`src/rtl/core/svsp_pkg.sv`:
```
`timescale 1ns / 1ps

package svsp_pkg;

   localparam int unsigned PULSE_W    = 12;
   localparam int unsigned ANGLE_W    = 8;
   localparam int unsigned INTERVAL_W = 10;
   localparam int unsigned DWELL_W    = 12;
   localparam int unsigned ELAPSED_W  = 13;
   localparam int unsigned CSR_ADDR_W = 3;
   localparam int unsigned CSR_DATA_W = 12;

   localparam logic [ANGLE_W-1:0]   ANGLE_TOP     = 8'd180;
   localparam logic [ANGLE_W-1:0]   ANGLE_MID     = 8'd90;
   localparam logic [ANGLE_W-1:0]   ANGLE_LOW     = 8'd0;
   localparam logic [ELAPSED_W-1:0] ELAPSED_LIMIT = 13'd8191;

   // Division by 180 is done as a shift by two and a multiply by ceil(2^24 / 45).
   // The rounding error of the constant is small enough to be exact for 18-bit values.
   localparam int unsigned  PROD_W     = 20;
   localparam int unsigned  RECIP_SH   = 24;
   localparam logic [18:0]  RECIP_45   = 19'd372828;

   localparam logic [PULSE_W-1:0]    PULSE_MIN_RST      = 12'd150;
   localparam logic [PULSE_W-1:0]    PULSE_MAX_RST      = 12'd600;
   localparam logic [INTERVAL_W-1:0] STEP_INTERVAL_RST  = 10'd15;
   localparam logic [DWELL_W-1:0]    END_DWELL_RST      = 12'd500;
   localparam logic [DWELL_W-1:0]    CENTER_DWELL_RST   = 12'd1000;

   typedef enum logic [1:0] {
      PHASE_RISE   = 2'd0,
      PHASE_FALL   = 2'd1,
      PHASE_RETURN = 2'd2
   } phase_type;

   typedef enum logic [CSR_ADDR_W-1:0] {
      CSR_PULSE_MIN     = 3'd0,
      CSR_PULSE_MAX     = 3'd1,
      CSR_STEP_INTERVAL = 3'd2,
      CSR_END_DWELL     = 3'd3,
      CSR_CENTER_DWELL  = 3'd4
   } csr_index_type;

endpackage

```
`src/rtl/core/servo_sweep_pulse_generator.sv`:
```
`timescale 1ns / 1ps
// A stepping request passes s1, s2, s3 and the output register before rsp_valid rises.
// Throughput: one request per cycle; the 4-stage response pipeline stalls only when it is
// full and rsp_ready is low.
// Reset (synchronous, active high) returns the angle to 90 degrees in the rising phase,
// clears the millisecond count and dwell, empties the pipeline and restores the registers.

module servo_sweep_pulse_generator (
   input  logic                               clock,
   input  logic                               reset,
   input  logic                               req_valid,
   output logic                               req_ready,
   input  logic                               req_tick,
   output logic                               rsp_valid,
   input  logic                               rsp_ready,
   output logic [svsp_pkg::PULSE_W-1:0]       rsp_pulse_width,
   output logic [svsp_pkg::ANGLE_W-1:0]       rsp_angle,
   output logic [1:0]                         rsp_phase,
   input  logic                               csr_we,
   input  logic [svsp_pkg::CSR_ADDR_W-1:0]    csr_addr,
   input  logic [svsp_pkg::CSR_DATA_W-1:0]    csr_wdata
);
   import svsp_pkg::*;

   // Configuration registers
   logic [PULSE_W-1:0]    pulse_min_ff;
   logic [PULSE_W-1:0]    pulse_max_ff;
   logic [INTERVAL_W-1:0] step_interval_ff;
   logic [DWELL_W-1:0]    end_dwell_ff;
   logic [DWELL_W-1:0]    center_dwell_ff;

   // Sweep state
   logic [ANGLE_W-1:0]    position_ff, position_in;
   phase_type             phase_ff, phase_in;
   logic [ELAPSED_W-1:0]  elapsed_ff, elapsed_in;
   logic [DWELL_W-1:0]    dwell_ff, dwell_in;

   // Response pipeline
   logic                  s1_valid_ff, s2_valid_ff, s3_valid_ff, out_valid_ff;
   logic [ANGLE_W-1:0]    s1_angle_ff, s2_angle_ff, s3_angle_ff, out_angle_ff;
   phase_type             s1_phase_ff, s2_phase_ff, s3_phase_ff, out_phase_ff;
   logic                  s2_neg_ff, s3_neg_ff;
   logic [PROD_W-1:0]     s2_prod_ff, s2_prod_in;
   logic [PULSE_W-1:0]    s3_quot_ff, s3_quot_in;
   logic [PULSE_W-1:0]    out_pulse_ff, out_pulse_in;

   logic                  adv_out, adv_s3, adv_s2, adv_s1;
   logic                  accept, step_hit;
   logic [ELAPSED_W-1:0]  elapsed_inc, threshold;
   logic                  span_neg;
   logic [PULSE_W-1:0]    span_mag;
   logic [36:0]           recip_prod;

   assign adv_out   = !out_valid_ff || rsp_ready;
   assign adv_s3    = !s3_valid_ff || adv_out;
   assign adv_s2    = !s2_valid_ff || adv_s3;
   assign adv_s1    = !s1_valid_ff || adv_s2;
   assign req_ready = adv_s1;
   assign accept    = req_valid && req_ready;

   always_ff @(posedge clock) begin
      if (reset) begin
         pulse_min_ff     <= PULSE_MIN_RST;
         pulse_max_ff     <= PULSE_MAX_RST;
         step_interval_ff <= STEP_INTERVAL_RST;
         end_dwell_ff     <= END_DWELL_RST;
         center_dwell_ff  <= CENTER_DWELL_RST;
      end else if (csr_we) begin
         case (csr_addr)
            CSR_PULSE_MIN:     pulse_min_ff     <= csr_wdata;
            CSR_PULSE_MAX:     pulse_max_ff     <= csr_wdata;
            CSR_STEP_INTERVAL: step_interval_ff <= csr_wdata[INTERVAL_W-1:0];
            CSR_END_DWELL:     end_dwell_ff     <= csr_wdata;
            CSR_CENTER_DWELL:  center_dwell_ff  <= csr_wdata;
            default: ;
         endcase
      end
   end

   // Step decision and angle update for the accepted tick.
   always_comb begin
      elapsed_inc = (elapsed_ff < ELAPSED_LIMIT) ? elapsed_ff + 1'b1 : elapsed_ff;
      threshold   = ELAPSED_W'(step_interval_ff) + ELAPSED_W'(dwell_ff);
      step_hit    = req_tick && (elapsed_inc >= threshold);

      position_in = position_ff;
      phase_in    = phase_ff;
      elapsed_in  = elapsed_ff;
      dwell_in    = dwell_ff;

      if (accept && req_tick) begin
         if (!step_hit) begin
            elapsed_in = elapsed_inc;
         end else begin
            elapsed_in = '0;
            dwell_in   = '0;
            case (phase_ff)
               PHASE_RISE: begin
                  if (position_ff + 1'b1 >= ANGLE_TOP) begin
                     position_in = ANGLE_TOP;
                     phase_in    = PHASE_FALL;
                     dwell_in    = end_dwell_ff;
                  end else begin
                     position_in = position_ff + 1'b1;
                  end
               end
               PHASE_FALL: begin
                  if (position_ff <= 8'd1) begin
                     position_in = ANGLE_LOW;
                     phase_in    = PHASE_RETURN;
                     dwell_in    = end_dwell_ff;
                  end else begin
                     position_in = position_ff - 1'b1;
                  end
               end
               PHASE_RETURN: begin
                  if (position_ff + 1'b1 >= ANGLE_MID) begin
                     position_in = ANGLE_MID;
                     phase_in    = PHASE_RISE;
                     dwell_in    = center_dwell_ff;
                  end else begin
                     position_in = position_ff + 1'b1;
                  end
               end
               default: ;
            endcase
         end
      end
   end

   always_ff @(posedge clock) begin
      if (reset) begin
         position_ff <= ANGLE_MID;
         phase_ff    <= PHASE_RISE;
         elapsed_ff  <= '0;
         dwell_ff    <= '0;
      end else begin
         position_ff <= position_in;
         phase_ff    <= phase_in;
         elapsed_ff  <= elapsed_in;
         dwell_ff    <= dwell_in;
      end
   end

   // Pulse scaling: |span| * angle, then divide by 180, then add or subtract from the minimum.
   always_comb begin
      span_neg     = pulse_max_ff < pulse_min_ff;
      span_mag     = span_neg ? pulse_min_ff - pulse_max_ff : pulse_max_ff - pulse_min_ff;
      s2_prod_in   = PROD_W'(s1_angle_ff) * PROD_W'(span_mag);
      recip_prod   = 37'(s2_prod_ff[PROD_W-1:2]) * 37'(RECIP_45);
      s3_quot_in   = recip_prod[RECIP_SH+PULSE_W-1:RECIP_SH];
      out_pulse_in = s3_neg_ff ? pulse_min_ff - s3_quot_ff : pulse_min_ff + s3_quot_ff;
   end

   always_ff @(posedge clock) begin
      if (reset) begin
         s1_valid_ff  <= 1'b0;
         s2_valid_ff  <= 1'b0;
         s3_valid_ff  <= 1'b0;
         out_valid_ff <= 1'b0;
      end else begin
         if (adv_s1)  s1_valid_ff  <= accept && step_hit;
         if (adv_s2)  s2_valid_ff  <= s1_valid_ff;
         if (adv_s3)  s3_valid_ff  <= s2_valid_ff;
         if (adv_out) out_valid_ff <= s3_valid_ff;
      end
   end

   always_ff @(posedge clock) begin
      if (adv_s1) begin
         s1_angle_ff <= position_in;
         s1_phase_ff <= phase_in;
      end
      if (adv_s2) begin
         s2_angle_ff <= s1_angle_ff;
         s2_phase_ff <= s1_phase_ff;
         s2_prod_ff  <= s2_prod_in;
         s2_neg_ff   <= span_neg;
      end
      if (adv_s3) begin
         s3_angle_ff <= s2_angle_ff;
         s3_phase_ff <= s2_phase_ff;
         s3_quot_ff  <= s3_quot_in;
         s3_neg_ff   <= s2_neg_ff;
      end
      if (adv_out) begin
         out_angle_ff <= s3_angle_ff;
         out_phase_ff <= s3_phase_ff;
         out_pulse_ff <= out_pulse_in;
      end
   end

   assign rsp_valid       = out_valid_ff;
   assign rsp_pulse_width = out_pulse_ff;
   assign rsp_angle       = out_angle_ff;
   assign rsp_phase       = 2'(out_phase_ff);

endmodule

```
`config.mk`:
```
export PLATFORM = sky130hd
export DESIGN_NAME = servo_sweep_pulse_generator
export DESIGN_NICKNAME = d
export VERILOG_FILES = /design/src/rtl/core/svsp_pkg.sv /design/src/rtl/core/servo_sweep_pulse_generator.sv
export SDC_FILE = /design/constraint.sdc
export NUM_CORES = 1
export LEC_CHECK = 0
export BUFFER_PORTS_ARGS = -buffer_cell sky130_fd_sc_hd__buf_2
export CORE_MARGIN = 2
export CORE_UTILIZATION = 55
export CTS_CLUSTER_SIZE = 14
export DETAILED_ROUTE_END_ITERATION = 10
export PLACE_DENSITY = 0.76
export SLEW_MARGIN = 20
export SYNTH_ARGS = -nofsm -noshare
export SYNTH_HDL_FRONTEND = slang
export SYNTH_SLANG_ARGS = --single-unit
export TNS_END_PERCENT = 20
```
`constraint.sdc`:
```
create_clock -name clock -period 6.4 [get_ports clock]
set_input_delay 0.64 -clock clock [delete_from_list [all_inputs] [get_ports clock]]
set_output_delay 0.64 -clock clock [all_outputs]
set_load 0.05 [all_outputs]
```
After elaboration in Yosys (flattened, before gate mapping)
Cells that the tools add are included.

Flip-flop bits (word level): 183. Word-level logic and storage cells: 88.

Reduce and logical (&&, ||, !) cells: 20. Multiply operators: 2. Magnitude comparators: 6. $add $sub $neg: 8. Equal/unequal tests: 6. Mux-type cells: 20.

Operators with widths (count): $mux 12 (5); $mux 8 (5); $pmux 12 s3 (1); $sub 12x12->12 (3); $mul 18x17->34 const B (1); $mux 13 (2); $pmux 8 s3 (1); $mul 8x12->20 (1); $add 10x12->13 (1); $add 13x1->13 const B (1); $ge 13x13->1 (1); $lt 13x13->1 const B (1); $add 12x12->12 (1); $lt 12x12->1 (1); $reduce_and 2->1 (6); $mux 2 (5); $add 8x1->8 const B (1); $ge 8x7->1 const B (1); $ge 8x8->1 const B (1); $le 8x1->1 const B (1); $sub 8x1->8 const B (1); $eq 3x2->1 const B (2); $pmux 2 s3 (1); $logic_and 1x1->1 (4); 8 further kinds (14).

Depth between registers and ports, before layout
Word-level depth: 8. Depth in mapped cells: 31.

Worst setup path before layout
Ideal clock, no wire load.

Path type: flip-flop to flip-flop. From: reg pulse_min_ff[1]. To: reg s2_prod_ff[18], data pin. Stages on the path, launching flop included: 29. Period minus slack after synthesis: 7130 ps. Arrival time: 6873 ps. Buffers on the path: 0. Setup time: 258 ps. Setup slack: -730 ps. Cell sequence: dfxtp_1 > inv_1 > fa_1 > a21o_1 > a21o_1 > a2111oi_4 > o21ai_2 > a21oi_4 > mux2i_1 > o221ai_1 > xor2_1 > and2_1 > fa_1 > inv_1 > fa_1 > inv_1 > fa_1 > inv_1 > fa_1 > inv_1 > ha_1 > o21ai_0 > nand2b_1 > a31o_2 > or4_1 > o311ai_0 > o2111ai_1 > a21oi_1 > xnor2_1.

Longest elaborated chain between the ends: 3. Elaborated cells on any way between the ends: 5.

Ends and longest elaborated chain: from (decl) (line servo_sweep_pulse_generator.sv:26) `logic [PULSE_W-1:0] pulse_min_ff;`; from (signal assigned) (line servo_sweep_pulse_generator.sv:70) `CSR_PULSE_MIN: pulse_min_ff <= csr_wdata;`; $sub 12x12->12 or $lt 12x12->1 (tied branches) (line servo_sweep_pulse_generator.sv:148, servo_sweep_pulse_generator.sv:147); $mux 12 * (line servo_sweep_pulse_generator.sv:148) `span_mag = span_neg ? pulse_min_ff - pulse_max_ff : pulse_max_ff - pulse_min_ff;`; $mul 8x12->20 * (line servo_sweep_pulse_generator.sv:149) `s2_prod_in = PROD_W'(s1_angle_ff) * PROD_W'(span_mag);`; net s2_prod_in[18] (line servo_sweep_pulse_generator.sv:43) `logic [PROD_W-1:0] s2_prod_ff, s2_prod_in;`; to (signal assigned) (line servo_sweep_pulse_generator.sv:177) `s2_prod_ff <= s2_prod_in;`; to (decl) (line servo_sweep_pulse_generator.sv:43).

Mark *: on every way through the listed nets, which the timed path passes. The rest lies on a longest branch. A chain may end at the register's enable or synchronous reset.

Worst setup path in the final report
From: reg pulse_max_ff[0]. To: reg s2_prod_ff[18], data pin.

Longest elaborated chain between the ends: 3. Elaborated cells on any way between the ends: 5.

Ends and longest elaborated chain: from (decl) (line servo_sweep_pulse_generator.sv:27) `logic [PULSE_W-1:0] pulse_max_ff;`; from (signal assigned) (line servo_sweep_pulse_generator.sv:71) `CSR_PULSE_MAX: pulse_max_ff <= csr_wdata;`; $sub 12x12->12 or $lt 12x12->1 (tied branches) (line servo_sweep_pulse_generator.sv:148, servo_sweep_pulse_generator.sv:147); $mux 12 * (line servo_sweep_pulse_generator.sv:148); $mul 8x12->20 * (line servo_sweep_pulse_generator.sv:149); net s2_prod_in[18] (line servo_sweep_pulse_generator.sv:43).

Marked as above.

==> results.py <==
metrics = {
    "status": {
        "outcome": "finished, violations left",
        "violations": "negative setup slack",
    },
    "clocking": {
        "cts_tree": "done",
        "clk-insertion-delay-late_ns": 0.45,
        "cts_htree_levels": 4,
        "ctsLongestPathBuffers": 2,
        "clk_pin_slew_worst_paths_ns": 0.08,
        "hold_buffers": 0,
        "numCtsBuffers": 17,
        "cts_root_buf": "clkbuf_16",
        "cts_sinks": 181,
    },
    "route": {
        "drt_iter0_markers": 818,
        "dr.pass1.iters": 5,
        "drc": 0,
        "vias": 13000,
        "wl_per_cell_um": 17.4,
        "avgViaCountPerCell": 5.66,
        "drtAntennaViolNets": 0,
        "drt-total-wl_um": 40000,
    },
    "finish": {
        "n_antenna_cell": 0,
        "areaGrowthSynthToFinish_pct": 13.2,
        "nFillCells": 2479,
        "nNetsFinal": 2301,
        "drive_gt1_frac": 0.130,
        "layoutNonFillerInstCount": 2300,
    },
    "critical_path": {
        "path_class": "flip-flop to flip-flop",
        "critPathMaxStageDelay_ns": 0.50,
        "regToRegStartpoint": "pulse_max_ff[0]",
        "endpoint_kind": "flip-flop",
        "cp.arrival_ns": 7.10,
        "required_ns": 6.59,
        "setup.worst_path.start": "pulse_max_ff[0]",
        "worstPathMaxFanout": 7,
        "cp_slowest_cell": "fa_1",
        "startpoint_type": "flip-flop",
    },
    "logic_synthesis": {
        "syn_area_um2": 17000,
        "synthFlopType": "dfxtp_1",
        "seq_area_frac_synth": 0.262,
        "yosysTopAreaCellShare": 0.187,
        "netlist_instances": 1771,
        "ys_warn_count": 0,
        "synth_async_sr_flop_share": 0,
        "ys_ff_latch": 181,
        "synth.net_count": 2181,
        "yosysUniqueCellTypes": 72,
        "synth_edf_count": 84,
        "synth.area.top_cells": "fa_1 (19%), ha_1 (17%), edfxtp_1 (15%), dfxtp_1 (11%), inv_1 (6.0%)",
        "synth_top_area_cell": "fa_1",
        "avgSynthCellArea_um2": 9.60,
    },
    "global_routing": {
        "grt_overflow": 0,
        "grtUsageTotal": 0.256,
        "antenna_found_initial": 0,
        "grt_max_degree": 53,
        "first_global_vias": 13800,
        "grt_pass1_wl_um": 67200,
    },
    "min_path": {
        "min-delay-start": "s2_angle_ff[0]",
        "worstHoldPathType": "flip-flop to flip-flop",
    },
    "die": {
        "die_area_um2": 32300,
        "rows": 64,
        "start_util": 0.557,
        "io_pins": 45,
        "core_area_um2": 30500,
        "die_x_um": 180,
        "fp.dieH_um": 180,
    },
    "timing": {
        "rsz0062_at_grt": "true",
        "finalHoldViolCount": 0,
        "setup_slack_ns": -0.516,
        "post-route-period-util": 1.08,
        "fin_worst_skew_ns": 0.0161,
        "drv_slew": 0,
        "timing.fmax_ghz": 0.145,
        "setup_viol": 6,
        "relSlewSlack": 0.266,
        "tightest_slew_ns": 1.10,
        "finalCriticalPeriod_ns": 6.92,
    },
    "placement": {
        "hpwl_um": 31100,
        "globalplace.congestion": 0.926,
        "portBuffers": 44,
        "numPlacedInstances": 2262,
    },
    "run": {
        "cap_violations": 0,
    },
}
synth_stat cells, types with 28 or more instances:
master and number:
inv_1 273, ha_1 230, nand2_1 167, fa_1 159, a21oi_1 105, dfxtp_1 97
edfxtp_1 84, and2_1 78, nor2_1 78, xnor2_1 62, clkbuf_1 43, nand3_1 39
nor2b_1 32, a21o_1 28
stage by stage:
step	cell area (um^2)	setup WS, ns	TNS [ns]	hold slack [ns]	utilization
floorplan	17200	-0.241	-0.604	0.400	-
global placement	18400	-0.489	-2.59	0.403	0.604
detailed placement	18400	-0.642	-3.25	0.405	0.604
CTS	19200	-0.641	-2.93	0.425	0.629
global route	19300	-0.762	-4.19	0.437	0.631
finish	19300	-0.516	-2.10	0.424	0.631
worst max-delay path: cells and delay by family (launching register included):
| family | cells | cell delay [ns] |
|---|---|---|
| fa+ha+maj | 7 | 2.64 |
| simple gates | 3 | 0.68 |
| compound gates | 11 | 2.08 |
| flops | 1 | 0.33 |
| xor+xnor | 2 | 0.34 |
| buf+inv | 6 | 0.29 |
| mux | 1 | 0.27 |
layer usage:
metal | up-vias | global-route usage | wire length, um | share of wire
met5 | - | 0 | 0 | 0
met4 | 0 | 0.0816 | 1020 | 0.025
met3 | 89 | 0.0318 | 1870 | 0.047
met2 | 328 | 0.457 | 20300 | 0.51
met1 | 6438 | 0.324 | 16800 | 0.42
li1 | 6159 | - | - | -
cell families after synthesis:
group                    share of synthesized area
AO/OA/AOI/OAI                                0.117
multiplexers                               0.00596
AND/OR/NAND/NOR                              0.143
adder cells (fa/ha/maj)                      0.356
XOR/XNOR                                    0.0427
buffers and inverters                       0.0719
flip-flops                                   0.262
layout make-up:
cell class                      instances  area [um^2]  area share
Timing Repair Buffer                  150         1020      0.0532
Clock inverter                         13          170     0.00884
Sequential cell                       181         4470       0.232
Multi-Input combinational cell       1267        11600       0.604
Inverter                              274         1030      0.0534
Clock buffer                           19          433      0.0225
Tap cell                              396          495      0.0257
timing repair:
action / CTS / global route
cloned: 0 / 0
hold endpoints to repair: 0 / 0
resized for setup: 17 / 14
buffers inserted: 6 / 1
endpoints found under the setup margin: 8 / 12
pin swaps: 22 / 14
state kept, by name (all words and copies together) (netlist names), 10 cells and up:
name,cells
center_dwell_ff,12
dwell_ff,12
elapsed_ff,13
end_dwell_ff,12
pulse_max_ff,12
pulse_min_ff,12
rsp_pulse_width,12
s2_prod_ff,18
s3_quot_ff,12
step_interval_ff,10
placed cells by master (no fill, tap or decap), types with 44 or more instances in the layout:
cell type / Yosys / routed
a21oi_1: 105 / 102
and2_1: 78 / 76
buf_2: 4 / 44
buf_4: 1 / 105
dfxtp_1: 97 / 94
edfxtp_1: 84 / 84
fa_1: 159 / 158
ha_1: 230 / 223
inv_1: 273 / 266
nand2_1: 167 / 167
nor2_1: 78 / 78
xnor2_1: 62 / 55
worst paths after layout:
path | endpoint | slack (ns) | depth (start not counted)
min | s3_angle_ff[0] | 0.42 | 0
max reg2reg | s2_prod_ff[18] | -0.52 | 30
max | s2_prod_ff[18] | -0.52 | 30
min reg2reg | s3_angle_ff[0] | 0.42 | 0
Power is not shown: default switching activity piles up to over one toggle a cycle in this logic, so the estimate is an artifact.
